<file path="config.mk">
export PLATFORM = sky130hd
export DESIGN_NAME = rtp_video_packetizer
export DESIGN_NICKNAME = d
export VERILOG_FILES = /design/src/design/rvp_pkg.sv /design/src/design/rvp_front.sv /design/src/design/rvp_queue.sv /design/src/design/rvp_back.sv /design/src/design/rtp_video_packetizer.sv
export SDC_FILE = /design/constraint.sdc
export NUM_CORES = 1
export LEC_CHECK = 0
export BUFFER_PORTS_ARGS = -buffer_cell sky130_fd_sc_hd__buf_2
export CAP_MARGIN = 10
export CORE_ASPECT_RATIO = 0.6
export CORE_MARGIN = 3
export CORE_UTILIZATION = 47
export CTS_BUF_LIST = sky130_fd_sc_hd__clkbuf_4
export DETAILED_ROUTE_END_ITERATION = 8
export PLACE_DENSITY = 0.76
export SYNTH_ARGS = -nofsm -noshare
export SYNTH_HDL_FRONTEND = slang
export SYNTH_SLANG_ARGS = --single-unit
</file>
<file path="constraint.sdc">
create_clock -name clk -period 30.3 [get_ports clk]
set_clock_uncertainty 0.2 [all_clocks]
set_input_delay 3.03 -clock clk [delete_from_list [all_inputs] [get_ports clk]]
set_output_delay 3.03 -clock clk [all_outputs]
set_load 0.1 [all_outputs]
</file>
<file path="src/design/rvp_pkg.sv">
// Package for the RTP video packetizer.
// Beat types, the front-to-back command, register indexes and header constants.
// No dependencies.
package rvp_pkg;

  localparam int DEFAULT_MAX_PACKET = 2048;
  localparam int MIN_MTU            = 15;
  localparam int RTP_HDR_LEN        = 12;
  localparam int RESET_MTU          = 1200;

  localparam logic [7:0] RTP_VERSION_BYTE = 8'h80;
  localparam logic [4:0] FU_A_TYPE        = 5'd28;
  localparam logic [7:0] AV1_SINGLE       = 8'h10;
  localparam logic [7:0] AV1_FIRST        = 8'h50;
  localparam logic [7:0] AV1_MIDDLE       = 8'hD0;
  localparam logic [7:0] AV1_LAST         = 8'h90;
  localparam logic [7:0] AV1_N_BIT        = 8'h08;
  localparam logic [3:0] AV1_OBU_SEQ_HDR  = 4'd1;

  localparam logic [1:0] NHDR_NONE = 2'd0;
  localparam logic [1:0] NHDR_AV1  = 2'd1;
  localparam logic [1:0] NHDR_FU_A = 2'd2;

  typedef enum logic [7:0] {
    REG_SSRC         = 8'd0,
    REG_PAYLOAD_TYPE = 8'd1,
    REG_MAX_PACKET   = 8'd2,
    REG_CODEC_MODE   = 8'd3
  } reg_index_t;

  typedef struct packed {
    logic [7:0]  unit_byte;
    logic [15:0] unit_length;
    logic        last_unit;
    logic [31:0] timestamp;
  } in_beat_t;

  typedef struct packed {
    logic [7:0] packet_byte;
    logic       packet_end;
    logic       packet_marker;
    logic       run_last;
  } out_beat_t;

  typedef struct packed {
    logic [7:0]  data_byte;
    logic        pkt_end;
    logic        marker;
    logic        new_pkt;
    logic [1:0]  nhdr;
    logic [7:0]  h0;
    logic [7:0]  h1;
    logic [15:0] seq;
    logic [31:0] ts;
    logic [31:0] ssrc;
    logic [6:0]  pt;
  } cmd_t;

endpackage

</file>
<file path="src/design/rvp_front.sv">
// Front end: configuration registers, unit/packet bookkeeping, per-byte command.
// Depends on rvp_pkg.
module rvp_front import rvp_pkg::*; #(
  parameter int MAX_PACKET = DEFAULT_MAX_PACKET
) (
  input  logic        clk,
  input  logic        rst,
  input  logic        cfg_valid,
  output logic        cfg_ready,
  input  logic [7:0]  cfg_index,
  input  logic [31:0] cfg_data,
  input  logic        unit_valid,
  output logic        unit_ready,
  input  in_beat_t    unit,
  input  logic        q_full,
  output logic        q_push,
  output cmd_t        q_cmd
);

  localparam int          FILL_W = $clog2(MAX_PACKET);
  localparam logic [15:0] MaxPkt = 16'(MAX_PACKET);

  logic [31:0] ssrc;
  logic [6:0]  pt;
  logic [11:0] mtu_reg;
  logic        mode;

  logic [15:0]       seq;
  logic [15:0]       upos;
  logic [FILL_W-1:0] fill;
  logic [7:0]        unit_header;

  logic [15:0]       mtu_sat, room, cap, len1, pos, remaining, pos_inc;
  logic [FILL_W-1:0] fill0, fill1;
  logic [7:0]        hdr_eff;
  logic              frag264, drop, lastpkt, mk, new_pkt, pkt_end, unit_done, av1_n;
  logic [1:0]        nhdr;
  logic [7:0]        h0, h1;
  logic              accept;

  assign cfg_ready  = 1'b1;
  assign unit_ready = !q_full;
  assign accept     = unit_valid && unit_ready;

  always_comb begin
    mtu_sat = 16'(mtu_reg);
    if (mtu_sat > MaxPkt) mtu_sat = MaxPkt;
    if (mtu_sat < 16'(MIN_MTU)) mtu_sat = 16'(MIN_MTU);
    room = mtu_sat - 16'(RTP_HDR_LEN);

    len1 = (unit.unit_length == 16'd0) ? 16'd1 : unit.unit_length;
    if (upos >= len1) begin
      pos   = 16'd0;
      fill0 = '0;
    end else begin
      pos   = upos;
      fill0 = fill;
    end
    hdr_eff = (pos == 16'd0) ? unit.unit_byte : unit_header;

    frag264 = !mode && (len1 > room);
    drop    = frag264 && (pos == 16'd0);
    if (!mode) begin
      cap  = frag264 ? room - 16'd2 : room;
      nhdr = frag264 ? NHDR_FU_A : NHDR_NONE;
    end else begin
      cap  = room - 16'd1;
      nhdr = NHDR_AV1;
    end
    fill1 = (16'(fill0) >= cap) ? '0 : fill0;

    remaining = len1 - pos;
    lastpkt   = remaining <= (cap - 16'(fill1));
    mk        = unit.last_unit && lastpkt;
    new_pkt   = (fill1 == '0);

    av1_n = (hdr_eff[6:3] == AV1_OBU_SEQ_HDR);
    h0 = '0;
    h1 = '0;
    if (!mode) begin
      h0 = {hdr_eff[7], hdr_eff[6:5], FU_A_TYPE};
      h1 = {pos == 16'd1, lastpkt, 1'b0, hdr_eff[4:0]};
    end else if (len1 <= room - 16'd1) begin
      h0 = AV1_SINGLE | (av1_n ? AV1_N_BIT : 8'h00);
    end else if (pos == 16'd0) begin
      h0 = AV1_FIRST | (av1_n ? AV1_N_BIT : 8'h00);
    end else if (!lastpkt) begin
      h0 = AV1_MIDDLE;
    end else begin
      h0 = AV1_LAST;
    end

    pkt_end   = (16'(fill1) + 16'd1 >= cap) || (remaining == 16'd1);
    pos_inc   = pos + 16'd1;
    unit_done = pos_inc >= len1;
  end

  assign q_push = accept && !drop;

  always_comb begin
    q_cmd.data_byte = unit.unit_byte;
    q_cmd.pkt_end   = pkt_end;
    q_cmd.marker    = mk;
    q_cmd.new_pkt   = new_pkt;
    q_cmd.nhdr      = nhdr;
    q_cmd.h0        = h0;
    q_cmd.h1        = h1;
    q_cmd.seq       = seq;
    q_cmd.ts        = unit.timestamp;
    q_cmd.ssrc      = ssrc;
    q_cmd.pt        = pt;
  end

  always_ff @(posedge clk) begin
    if (rst) begin
      ssrc        <= '0;
      pt          <= '0;
      mtu_reg     <= 12'(RESET_MTU);
      mode        <= 1'b0;
      seq         <= '0;
      upos        <= '0;
      fill        <= '0;
      unit_header <= '0;
    end else begin
      if (cfg_valid && cfg_ready) begin
        case (cfg_index)
          REG_SSRC:         ssrc    <= cfg_data;
          REG_PAYLOAD_TYPE: pt      <= cfg_data[6:0];
          REG_MAX_PACKET:   mtu_reg <= cfg_data[11:0];
          REG_CODEC_MODE:   mode    <= cfg_data[0];
          default: ;
        endcase
      end
      if (accept) begin
        if (pos == 16'd0) unit_header <= unit.unit_byte;
        if (drop) begin
          upos <= 16'd1;
          fill <= '0;
        end else begin
          if (new_pkt) seq <= seq + 16'd1;
          if (unit_done) begin
            upos <= '0;
            fill <= '0;
          end else begin
            upos <= pos_inc;
            fill <= pkt_end ? '0 : fill1 + FILL_W'(1);
          end
        end
      end
    end
  end

endmodule

</file>
<file path="src/design/rvp_queue.sv">
// Two-entry command queue between front and back ends.
// Depends on rvp_pkg.
module rvp_queue import rvp_pkg::*; (
  input  logic clk,
  input  logic rst,
  input  logic push,
  input  cmd_t push_cmd,
  output logic full,
  input  logic pop,
  output logic head_valid,
  output cmd_t head_cmd
);

  cmd_t       mem [2];
  logic       wr_ptr, rd_ptr;
  logic [1:0] count;

  assign full       = (count == 2'd2);
  assign head_valid = (count != 2'd0);
  assign head_cmd   = mem[rd_ptr];

  always_ff @(posedge clk) begin
    if (push) mem[wr_ptr] <= push_cmd;
  end

  always_ff @(posedge clk) begin
    if (rst) begin
      wr_ptr <= 1'b0;
      rd_ptr <= 1'b0;
      count  <= '0;
    end else begin
      if (push) wr_ptr <= !wr_ptr;
      if (pop) rd_ptr <= !rd_ptr;
      case ({push, pop})
        2'b10:   count <= count + 2'd1;
        2'b01:   count <= count - 2'd1;
        default: count <= count;
      endcase
    end
  end

endmodule

</file>
<file path="src/design/rvp_back.sv">
// Back end: expands each command into its data beat, preceded on a new packet
// by the RTP header and any payload header. Depends on rvp_pkg.
module rvp_back import rvp_pkg::*; (
  input  logic      clk,
  input  logic      rst,
  input  logic      head_valid,
  input  cmd_t      head_cmd,
  output logic      pop,
  output logic      packet_valid,
  input  logic      packet_ready,
  output out_beat_t packet
);

  logic [3:0] cnt;
  logic [3:0] total;
  logic       last_step, advance;
  logic [7:0] hdr_byte;

  assign total     = head_cmd.new_pkt ? 4'd13 + 4'(head_cmd.nhdr) : 4'd1;
  assign last_step = (cnt == total - 4'd1);
  assign advance   = head_valid && (!packet_valid || packet_ready);
  assign pop       = advance && last_step;

  always_comb begin
    case (cnt)
      4'd0:    hdr_byte = RTP_VERSION_BYTE;
      4'd1:    hdr_byte = {head_cmd.marker, head_cmd.pt};
      4'd2:    hdr_byte = head_cmd.seq[15:8];
      4'd3:    hdr_byte = head_cmd.seq[7:0];
      4'd4:    hdr_byte = head_cmd.ts[31:24];
      4'd5:    hdr_byte = head_cmd.ts[23:16];
      4'd6:    hdr_byte = head_cmd.ts[15:8];
      4'd7:    hdr_byte = head_cmd.ts[7:0];
      4'd8:    hdr_byte = head_cmd.ssrc[31:24];
      4'd9:    hdr_byte = head_cmd.ssrc[23:16];
      4'd10:   hdr_byte = head_cmd.ssrc[15:8];
      4'd11:   hdr_byte = head_cmd.ssrc[7:0];
      4'd12:   hdr_byte = head_cmd.h0;
      4'd13:   hdr_byte = head_cmd.h1;
      default: hdr_byte = head_cmd.data_byte;
    endcase
  end

  always_ff @(posedge clk) begin
    if (rst) begin
      cnt          <= '0;
      packet_valid <= 1'b0;
    end else begin
      if (advance) begin
        packet_valid         <= 1'b1;
        packet.packet_byte   <= last_step ? head_cmd.data_byte : hdr_byte;
        packet.packet_end    <= last_step && head_cmd.pkt_end;
        packet.packet_marker <= head_cmd.marker;
        packet.run_last      <= last_step;
        cnt                  <= last_step ? 4'd0 : cnt + 4'd1;
      end else if (packet_ready) begin
        packet_valid <= 1'b0;
      end
    end
  end

endmodule

</file>
<file path="src/design/rtp_video_packetizer.sv">
// RTP video packetizer top level (H.264 FU-A / AV1 aggregation header).
// Depends on rvp_pkg, rvp_front, rvp_queue, rvp_back.
//
// Usage: unit bytes arrive on unit_valid/unit_ready, one beat per byte with
// the unit length, last-unit flag and timestamp. RTP packet bytes leave on
// packet_valid/packet_ready, one beat per byte, with end, marker and a flag
// on the last beat caused by each input byte. Registers are written on
// cfg_valid/cfg_ready (always ready) by index: SSRC, payload type, MTU, mode.
// The queue registers an accepted byte's command; the back end registers its
// output beats. Throughput: one output beat per cycle while a command is queued
// and the receiver is ready; a packet-opening byte gives 13 to 15 beats (header
// plus data), others give one. The front end takes one byte per cycle while its
// two-entry command queue has room; the H.264 NAL header byte of a fragmented
// unit yields no beat. Reset clears sequence number, unit position, queue and
// output stage; the registers reset to zero except the MTU, which resets to 1200.
// A stalled receiver holds the output beat; the queue fills and then
// unit_ready drops until the back end drains.
module rtp_video_packetizer import rvp_pkg::*; #(
  parameter int MAX_PACKET = DEFAULT_MAX_PACKET
) (
  input  logic        clk,
  input  logic        rst,
  input  logic        cfg_valid,
  output logic        cfg_ready,
  input  logic [7:0]  cfg_index,
  input  logic [31:0] cfg_data,
  input  logic        unit_valid,
  output logic        unit_ready,
  input  in_beat_t    unit,
  output logic        packet_valid,
  input  logic        packet_ready,
  output out_beat_t   packet
);

  logic q_full, q_push, q_pop, q_head_valid;
  cmd_t q_cmd, q_head;

  rvp_front #(.MAX_PACKET(MAX_PACKET)) u_front (
    .clk        (clk),
    .rst        (rst),
    .cfg_valid  (cfg_valid),
    .cfg_ready  (cfg_ready),
    .cfg_index  (cfg_index),
    .cfg_data   (cfg_data),
    .unit_valid (unit_valid),
    .unit_ready (unit_ready),
    .unit       (unit),
    .q_full     (q_full),
    .q_push     (q_push),
    .q_cmd      (q_cmd)
  );

  rvp_queue u_queue (
    .clk        (clk),
    .rst        (rst),
    .push       (q_push),
    .push_cmd   (q_cmd),
    .full       (q_full),
    .pop        (q_pop),
    .head_valid (q_head_valid),
    .head_cmd   (q_head)
  );

  rvp_back u_back (
    .clk          (clk),
    .rst          (rst),
    .head_valid   (q_head_valid),
    .head_cmd     (q_head),
    .pop          (q_pop),
    .packet_valid (packet_valid),
    .packet_ready (packet_ready),
    .packet       (packet)
  );

endmodule
</file>
---- After elaboration in Yosys (flattened, before gate mapping) ----
Memory sizes are Yosys's and may differ from the RTL's. A register that Yosys moved wholly into a read port is not among the register bits.
Index checks and enable logic that the tools add are counted.
storage, ports and cells
  output and inout bits ................... 14
  memory bits (writable) .................. 232
  register bits after elaboration ......... 123
  logic and storage cells ................. 129
  memories kept ........................... 1
cells by class
  $add $sub $neg .......................... 14
  equality and inequality tests ........... 23
  order comparisons ....................... 9
  multiplexer cells ....................... 33
  reduce and logical (&&, ||, !) cells .... 30
  bitwise operators ....................... 2
memories
  memory       words  bits a word  rd ports  clocked after Yosys merged registers in  write ports  line             text
  u_queue.mem  2      116          1         1                                        1            rvp_queue.sv:14  cmd_t mem [2];
operator list
  kind                                                          number
  2-to-1 mux 16 bit                                             7
  one-hot mux 8 bit (14 select lines)                           1
  2-to-1 mux 11 bit                                             5
  >= comparator 16 bit                                          3
  2-to-1 mux 8 bit                                              6
  adder 16 x 1 -> 16 bit (second input constant)                2
  equality test 16 x 1 -> 1 bit (second input constant)         2
  less-or-equal comparator 16 bit                               2
  logical NOT 16 bit                                            2
  equality test 4 bit (second input constant)                   6
  equality test 4 x 3 -> 1 bit (second input constant)          4
  equality test 8 x 2 -> 1 bit (second input constant)          2
  >= comparator 11 x 16 -> 1 bit                                1
  greater-than comparator 16 bit                                1
  subtractor 16 x 1 -> 16 bit (second input constant)           1
  subtractor 16 x 11 -> 16 bit                                  1
  subtractor 16 bit                                             1
  subtractor 16 x 2 -> 16 bit (second input constant)           1
  subtractor 16 x 4 -> 16 bit (second input constant)           1
  adder 11 x 1 -> 12 bit (second input constant)                1
  greater-than comparator 12 bit (second input constant)        1
  less-than comparator 12 x 4 -> 1 bit (second input constant)  1
  2-to-1 mux 12 bit                                             1
  2-to-1 mux 4 bit                                              3
  26 further kinds                                              55

---- Longest topological paths before layout ----
Gate-level depths: netlist (run 1).
  depth after elaboration ................. 17
  gate-level depth with buffers ........... 51
  depth with buffers taken out ............ 49

---- Hierarchy ----
From an unflattened synthesis (run 1), not the netlist that was laid out.
second synthesis, totals
  cells, all modules ...................... 1,865
  area, all modules ....................... 20,379.5 µm²
modules (own cells, without submodules)
  module     instances  sequential area each (µm²)  cells an instance  area an instance (µm²)
  rvp_front  1          2,062.0                     1,294              9,894.5
  rvp_queue  1          7,066.8                     383                8,733.4
  rvp_back   1          430.4                       188                1,751.7

---- Worst setup path before layout (run 1) ----
OpenSTA, ideal clock, no wires.
  kind .................................... in2reg
  from .................................... input unit[42] (netlist name)
  to ...................................... memory u_queue.mem[0][0] (netlist name), enable pin
  path slack .............................. 18.989 ns
  arrival ................................. 10.527 ns
  stages .................................. 16
  data required time ...................... 29.516 ns
  path through ............................ nor4_1 a41o_1 ha_1 nor2b_1 o21ai_0 a31oi_1 o21a_1 buf_2 clkbuf_1 clkbuf_1 nand2_1 ha_1 o211a_1 nor2_1 inv_1 nor2_1
on the way
  longest elaborated chain between the ends .. 10
ends and longest elaborated chain
  what                                        line                        text
  from (decl)                                 rtp_video_packetizer.sv:29  input in_beat_t unit,
  logical NOT 16 bit                          rvp_front.sv:51             len1 = (unit.unit_length == 16'd0) ? 16'd1 : unit.unit_length;
  2-to-1 mux 16 bit (*)                       rvp_front.sv:51
  >= comparator 16 bit                        rvp_front.sv:52             if (upos >= len1) begin
  2-to-1 mux 16 bit                           rvp_front.sv:52
  logical NOT 16 bit                          rvp_front.sv:62             drop = frag264 && (pos == 16'd0);
  logical AND 1 bit (*)                       rvp_front.sv:62
  logical NOT 1 bit (*)                       rvp_front.sv:98             assign q_push = accept && !drop;
  logical AND 1 bit (*)                       rvp_front.sv:98
  2-to-1 mux 1 bit (*)                        rvp_queue.sv:23             if (push) mem[wr_ptr] <= push_cmd;
  2-to-1 mux 1 bit (not written as such) (*)  rvp_queue.sv:23
  to (decl)                                   rvp_queue.sv:14
Mark *: on every way between the ends. The rest lies on a longest branch, timed or not.

==> results.sh, run 1 <==
export IMPL_run_status="finished, final reports clean"
export IMPL_antenna_left=0
export IMPL_p_per_area_mw_per_mm2=59.9
export IMPL_top_regs="u_queue.mem: 224 flops, u_front.ssrc: 32 flops"
export IMPL_ys_seq_elements=348
export IMPL_peakVddDrop_mv=0.0310
export IMPL_rr_startpoint="u_front.mtu_reg[6]"
export IMPL_synthCells=1784
export IMPL_p_leak_uw=0.00799
export IMPL_synth_edf_count=235
export IMPL_clock_latency_ps=750
export IMPL_hold_viol_final=0
export IMPL_path_buf_inv=3
export IMPL_r2r_setup_slack_ps=18110
export IMPL_largest_reg_flops=224
export IMPL_crit_fanout=11
export IMPL_gp_congestion=0.980
export IMPL_critPathSlowestCell="a221oi_1"
export IMPL_stdcell_area_sq_mm=0.0210
export IMPL_critical_path_most_common_cell="a21oi_1"
export IMPL_hold_path_class="register to register"
export IMPL_synth_top_family_by_area="compound AO/OA/AOI/OAI gates"
export IMPL_die_h_um=161
export IMPL_yosysUniqueCellTypes=85
export IMPL_path_clk_slew_ps=70
export IMPL_r2r_end="u_queue.mem[0][101]"
export IMPL_cp_required_ps=30580
export IMPL_h_tree_depth=3
export IMPL_min_from="u_front.ssrc[27]"
export IMPL_synth_area_leaders="edfxtp_1 38%, dfxtp_1 12%, ha_1 9.6%"
export IMPL_finalNetCount=2171
export IMPL_worstSetupPathType="register to register"
export IMPL_muxShareOfSynthArea_pct=6.03
export IMPL_post_cts_resized=0
export IMPL_drc=0
export IMPL_routed_wl_um=52300
export IMPL_critPathTopFamily="compound AO/OA/AOI/OAI gates"
export IMPL_fp_coreArea_sq_mm=0.0392
export IMPL_fin_hold_ws_ps=250
export IMPL_post_route_period_util_pct=40.2
export IMPL_maxSlewHeadroom_pct=23.2
export IMPL_grt_antenna_before_repair=5
export IMPL_synth_fa_ha_area_share_pct=9.86
export IMPL_grt_max_degree=80
export IMPL_overflow=0
export IMPL_numCtsBuffers=79
export IMPL_rsz0062_at_grt="false"
export IMPL_portBuffers=114
export IMPL_cts_tree="done"
export IMPL_syn_avg_cell_area_sq_um=10.5
export IMPL_wl_per_cell_um=20.8
export IMPL_reg2regPathDepth=42
export IMPL_hold_end="u_queue.mem[1][34]"
export IMPL_arrival_ps=12470
export IMPL_clkPwrFrac_pct=31.0
export IMPL_synthFlopType="edfxtp_1"
export IMPL_internal_power_uw=856
export IMPL_vias=15000
export IMPL_grt_pass1_wl_um=80000
export IMPL_ys_seq_area_share_pct=49.6
export IMPL_track_usage_pct=24.1
export IMPL_num_io_pins=116
export IMPL_yosys_area_share_simple_pct=13.6
export IMPL_syn_area_sq_mm=0.0188
export IMPL_cap_violations=0
export IMPL_max_clock_freq_mhz=82.0
export IMPL_startpoint_type="register"
export IMPL_crit_path_end_kind="register"
export IMPL_clock_sinks=348
export IMPL_grt_pass1_vias=14100
export IMPL_synth_top_area_share_pct=37.5
export IMPL_drv_slew=0
export IMPL_setup_tns_ps=0
export IMPL_period_minus_slack_ps=12190
export IMPL_place_area_sq_mm=0.0199
export IMPL_cp_slowest_stage_delay_ps=690
export IMPL_synth_compound_area_share_pct=14.1
export IMPL_worstMarginPinSlew_ps=1120
export IMPL_layout_drive_gt1_share_pct=15.2
export IMPL_first_pass_iters=6
export IMPL_power_frac_seq_pct=46.9
export IMPL_viasPerCell=5.96
export IMPL_postCtsSetupBuffers=0
export IMPL_initial_core_util_pct=47.9
export IMPL_dieWidth_um=264
export IMPL_regMostFlops="u_queue.mem"
export IMPL_max_clock_path_buffers=3
export IMPL_num_rows=56
export IMPL_yosysTopAreaCell="edfxtp_1"
export IMPL_ctsHoldBuffers=0
export IMPL_clockRootBuffer="clkbuf_4"
export IMPL_power_switching_uw=400
export IMPL_power_frac_comb_pct=22.1
export IMPL_power_switching_share_pct=31.8
export IMPL_hpwlAfterDp_um=39000
export IMPL_drtIter0Drc=2039
export IMPL_ys_warn_count=0
export IMPL_hold_path_depth=0
export IMPL_fill_cells=3403
export IMPL_dieArea_sq_mm=0.0425
export IMPL_synthArstFlopShare_pct=0
export IMPL_synthXorXnorAreaFrac_pct=3.24
export IMPL_setup_viol=0
export IMPL_area_growth_pct=11.5
-- layer usage --
| layer | vias up | routed length [um] | GRT usage (%) | share of wire, % |
|---|---|---|---|---|
| li1 | 6918 | - | - | - |
| met1 | 7151 | 24300 | 38.2 | 46 |
| met2 | 805 | 20300 | 31.6 | 39 |
| met3 | 76 | 6860 | 7.21 | 13 |
| met4 | 4 | 835 | 5.25 | 1.6 |
| met5 | - | 24 | 0 | 0.046 |
-- worst reg2reg max path, delay by kind of cell, from the launching register on --
kind / cells / cell delay [ps]
AO/OA/AOI/OAI: 26 / 6350
adder cells (fa/ha/maj): 6 / 2090
flip-flops: 1 / 410
AND/OR/NAND/NOR: 4 / 1660
multiplexers: 1 / 180
buffers and inverters: 3 / 550
XOR/XNOR: 2 / 510
-- cells in the final DEF (no fill, tap or decap), types with 43 or more instances in the layout --
| master | Yosys | layout |
|---|---|---|
| a21oi_1 | 132 | 131 |
| buf_2 | 1 | 114 |
| clkbuf_4 | 0 | 124 |
| dfxtp_1 | 113 | 112 |
| edfxtp_1 | 235 | 235 |
| ha_1 | 145 | 145 |
| inv_1 | 90 | 90 |
| mux2i_1 | 111 | 111 |
| nand2_1 | 195 | 195 |
| nand3_1 | 43 | 43 |
| nor2_1 | 115 | 114 |
| o21ai_0 | 68 | 68 |
-- synthesized netlist by cell type, types with 17 or more instances --
master	n
a21o_1	23
a21oi_1	132
a22oi_1	18
and2_1	19
clkbuf_1	65
dfxtp_1	113
edfxtp_1	235
ha_1	145
inv_1	90
mux2i_1	111
nand2_1	195
nand2b_1	19
nand3_1	43
nor2_1	115
nor3_1	19
nor4_1	20
o21a_1	20
o21ai_0	68
o22ai_1	42
or3_1	17
xnor2_1	41
xor2_1	26
-- worst max path at each step --
| stage | slack [ps] | endpoint | start | cells past startpoint |
|---|---|---|---|---|
| 2_1_floorplan | 18990 | u_queue.mem[0][0] | unit[42] | 16 |
| 3_3_place_gp | 18060 | u_queue.mem[0][101] | unit[42] | 39 |
| 3_5_place_dp | 17860 | u_queue.mem[0][101] | unit[42] | 39 |
| 4_1_cts | 18340 | u_queue.mem[0][101] | u_front.mtu_reg[6] | 42 |
| 5_1_grt | 17180 | u_queue.mem[0][101] | u_front.mtu_reg[6] | 42 |
| 6_report | 18110 | u_queue.mem[0][101] | u_front.mtu_reg[6] | 42 |
-- stage by stage --
step	power (uW)	util [%]	setup WS, ps	cells
final	1260	53.4	18110	2508
after global routing	1310	53.4	17180	2508
after CTS	1260	53.4	18340	2506
after detailed placement	870	50.7	17860	2363
after global placement	864	50.7	18060	2363
after floorplan	790	-	18990	1787
-- area by class of cell --
type	instances	area, sq um	area share, %
diodes	2	5.00	0.0239
clock buffers	124	931	4.44
clock inverters	19	143	0.681
inverters	90	338	1.61
multi-input cells	1271	8860	42.3
flip-flops and latches	348	9320	44.5
well taps	522	653	3.12
repair buffers	132	706	3.37
-- logic make-up after synthesis --
family | Yosys count
buffers and inverters | 168
AOI/OAI and AO/OA | 409
DFF | 348
xor gates and xnor gates | 68
muxes | 113
adders and majority gates | 147
and+or+nand+nor | 530
other | 1
-- power by group through the flow --
stage / Sequential, uW / Clock (uW) / Combinational [uW]
finish: 589 / 389 / 277
global placement: 597 / 0 / 267
detailed placement: 599 / 0 / 271
floorplan: 624 / 0 / 166
global route: 593 / 419 / 296
CTS: 589 / 396 / 272
Power figures use the tool's default switching activity.
==> inputs of run 2 (changes only) <==
--- a/config.mk
+++ b/config.mk
@@ -5,6 +5,7 @@
 export SDC_FILE = /design/constraint.sdc
 export NUM_CORES = 1
 export LEC_CHECK = 0
+export ABC_AREA = 1
 export BUFFER_PORTS_ARGS = -buffer_cell sky130_fd_sc_hd__buf_2
 export CAP_MARGIN = 10
 export CORE_ASPECT_RATIO = 0.6
@@ -12,7 +13,7 @@
 export CORE_UTILIZATION = 47
 export CTS_BUF_LIST = sky130_fd_sc_hd__clkbuf_4
 export DETAILED_ROUTE_END_ITERATION = 8
-export PLACE_DENSITY = 0.76
+export PLACE_DENSITY = 0.79
 export SYNTH_ARGS = -nofsm -noshare
 export SYNTH_HDL_FRONTEND = slang
 export SYNTH_SLANG_ARGS = --single-unit
==> constraint.sdc (replaced) <==
create_clock -name clk -period 10.4 [get_ports clk]
set_clock_uncertainty 0.2 [all_clocks]
set_input_delay 1.04 -clock clk [delete_from_list [all_inputs] [get_ports clk]]
set_output_delay 1.04 -clock clk [all_outputs]
set_load 0.1 [all_outputs]
==> run 2 against run 1 <==
Net effect: setup slack worse by 17000 ps; largest power group unchanged; sequential cell count unchanged; maximum frequency up 34%; hold slack worse by 6.4 ps.
==> results.sh, run 2 <==
export IMPL_drv_slew=0
export IMPL_layout_drive_gt1_share_pct=13.5
export IMPL_clkPwrFrac_pct=34.7
export IMPL_clockRootBuffer="clkbuf_4"
export IMPL_ys_warn_count=0
export IMPL_hpwlAfterDp_um=40200
export IMPL_synth_top_area_share_pct=36.7
export IMPL_synthArstFlopShare_pct=0
export IMPL_overflow=0
export IMPL_critPathSlowestCell="ha_1"
export IMPL_setup_tns_ps=0
export IMPL_area_growth_pct=11.5
export IMPL_power_frac_comb_pct=18.0
export IMPL_max_clock_path_buffers=3
export IMPL_finalPower_uw=3460
export IMPL_routed_wl_um=55000
export IMPL_postCtsSetupBuffers=0
export IMPL_grt_pass1_vias=15400
export IMPL_worstMarginPinSlew_ps=996
export IMPL_drc=0
export IMPL_vias=16300
export IMPL_rr_startpoint="u_front.mtu_reg[6]"
export IMPL_regMostFlops="u_queue.mem"
export IMPL_layout_commonest_cell="nand2_1"
export IMPL_synthCells=2190
export IMPL_power_frac_seq_pct=47.3
export IMPL_crit_fanout=7
export IMPL_arrival_ps=9380
export IMPL_first_pass_iters=6
export IMPL_portBuffers=114
export IMPL_syn_area_sq_mm=0.0192
export IMPL_grt_antenna_before_repair=5
export IMPL_startpoint_type="register"
export IMPL_p_leak_uw=0.00908
export IMPL_grt_max_degree=103
export IMPL_yosysMostFrequentCell="nand2_1"
export IMPL_hold_path_class="register to register"
export IMPL_top_regs="u_queue.mem: 224 flops, u_front.ssrc: 32 flops"
export IMPL_power_switching_share_pct=30.6
export IMPL_dieArea_sq_mm=0.0434
export IMPL_power_switching_uw=1060
export IMPL_period_minus_slack_ps=9070
export IMPL_dieWidth_um=267
export IMPL_clock_latency_ps=800
export IMPL_synth_edf_count=235
export IMPL_cp_required_ps=10710
export IMPL_maxSlewHeadroom_pct=33.6
export IMPL_fin_util_pct=54.0
export IMPL_peakVddDrop_mv=0.0881
export IMPL_yosysTopAreaCell="edfxtp_1"
export IMPL_clock_sinks=348
export IMPL_fp_coreArea_sq_mm=0.0397
export IMPL_cap_violations=0
export IMPL_ys_seq_area_share_pct=48.5
export IMPL_cts_tree="done"
export IMPL_crit_path_end_kind="register"
export IMPL_critPathLaunch="u_front.mtu_reg[6]"
export IMPL_r2r_setup_slack_ps=1330
export IMPL_synthFlopType="edfxtp_1"
export IMPL_cp_slowest_stage_delay_ps=380
export IMPL_post_route_period_util_pct=87.2
export IMPL_setup_viol=0
export IMPL_min_from="u_front.ssrc[7]"
export IMPL_h_tree_depth=3
export IMPL_instances_no_fill=2915
export IMPL_p_per_area_mw_per_mm2=161
export IMPL_dp_cells=2765
export IMPL_internal_power_uw=2400
export IMPL_num_rows=56
export IMPL_num_io_pins=116
export IMPL_largest_reg_flops=224
export IMPL_initial_core_util_pct=48.4
export IMPL_track_usage_pct=25.3
export IMPL_worstSetupPathType="register to register"
export IMPL_wl_per_cell_um=18.9
export IMPL_drtIter0Drc=1797
export IMPL_fin_hold_ws_ps=243
export IMPL_gp_congestion=0.946
export IMPL_synth_area_leaders="edfxtp_1 37%, dfxtp_1 12%, nand2_1 9.6%"
export IMPL_rsz0062_at_grt="false"
export IMPL_finalNetCount=2575
export IMPL_ys_seq_elements=348
export IMPL_die_h_um=163
export IMPL_path_clk_slew_ps=70
export IMPL_antenna_left=0
export IMPL_critical_path_most_common_cell="nand2_1"
export IMPL_run_status="finished, final reports clean"
export IMPL_numCtsBuffers=81
export IMPL_viasPerCell=5.59
export IMPL_grt_pass1_wl_um=84800
export IMPL_hold_viol_final=0
export IMPL_max_clock_freq_mhz=110
export IMPL_layout_common_cells="494 x nand2_1, 237 x inv_1, 235 x edfxtp_1"
export IMPL_fill_cells=3529
export IMPL_yosysUniqueCellTypes=62
export IMPL_syn_avg_cell_area_sq_um=8.78
export IMPL_synth_top_cells_by_count="494 x nand2_1, 238 x inv_1, 235 x edfxtp_1, 228 x a21oi_1, 164 x nor2_1"
run 2: cell types whose count changed after synthesis, sizes merged, moves of 21 or more:
cell,delta
o21ai,+40
inv,+158
nand4,+30
a21o,-21
nand3,+23
nor2,+54
xnor2,-24
nand2,+310
xor2,+26
nor3,+25
o22ai,-42
a21oi,+98
mux2i,-98
run 2: logic make-up after synthesis:
group	Yosys count	synth area share, %
multiplexers	14	0.735
buffers and inverters	332	6.70
other	1	0.0195
XOR/XNOR	69	3.18
AND/OR/NAND/NOR	874	19.6
flip-flops	348	48.5
AO/OA/AOI/OAI	405	11.6
adder cells (fa/ha/maj)	147	9.64
run 2: final cells by class:
| cell class | count | area [sq um] | share of cell area, % |
|---|---|---|---|
| antenna | 1 | 2.50 | 0.0117 |
| tap | 522 | 653 | 3.05 |
| multi-input combinational | 1513 | 8650 | 40.4 |
| sequential | 348 | 9320 | 43.5 |
| timing repair buffer | 133 | 726 | 3.38 |
| clock buffer | 130 | 976 | 4.55 |
| inverter | 249 | 937 | 4.37 |
| clock inverter | 19 | 168 | 0.782 |
run 2: power groups by stage:
stage | clock [uW] | sequential (uW) | combinational, uW
3_3_place_gp | 0 | 1660 | 594
6_report | 1200 | 1640 | 623
4_1_cts | 1220 | 1640 | 612
3_5_place_dp | 0 | 1670 | 609
2_1_floorplan | 0 | 1730 | 360
5_1_grt | 1300 | 1650 | 683
run 2: final timing paths:
| path | to | depth (start not counted) |
|---|---|---|
| hold / removal | u_queue.mem[0][14] | 0 |
| hold reg to reg | u_queue.mem[0][14] | 0 |
| setup / recovery | u_queue.mem[1][101] | 65 |
| setup reg to reg | u_queue.mem[1][101] | 65 |
run 2: routing by layer:
layer | track usage (%) | up-vias | share of wire [%]
met5 | 0 | - | 0.020
met4 | 7.62 | 2 | 2.1
met1 | 37.5 | 7613 | 46
met3 | 8.36 | 87 | 12
li1 | - | 7767 | -
met2 | 34.6 | 836 | 40
run 2: repair_timing:
item	4_1_cts	5_1_grt
setup endpoints to repair	0	2
hold buffers	0	0
gates resized for setup	0	1
run 2: critical path: cells and delay by family (launching register included):
kind | cells | cell delay (ps)
AND/OR/NAND/NOR | 38 | 3970
AO/OA/AOI/OAI | 14 | 2000
adder cells (fa/ha/maj) | 5 | 1460
buffers and inverters | 7 | 530
flip-flops | 1 | 350
XOR/XNOR | 1 | 310
run 2: stage by stage:
step | worst slack (ps) | area [sq um]
after floorplan | 1390 | 19200
after global placement | 1680 | 20300
after detailed placement | 1350 | 20300
after CTS | 1350 | 21400
after global routing | 96.8 | 21400
final | 1330 | 21400
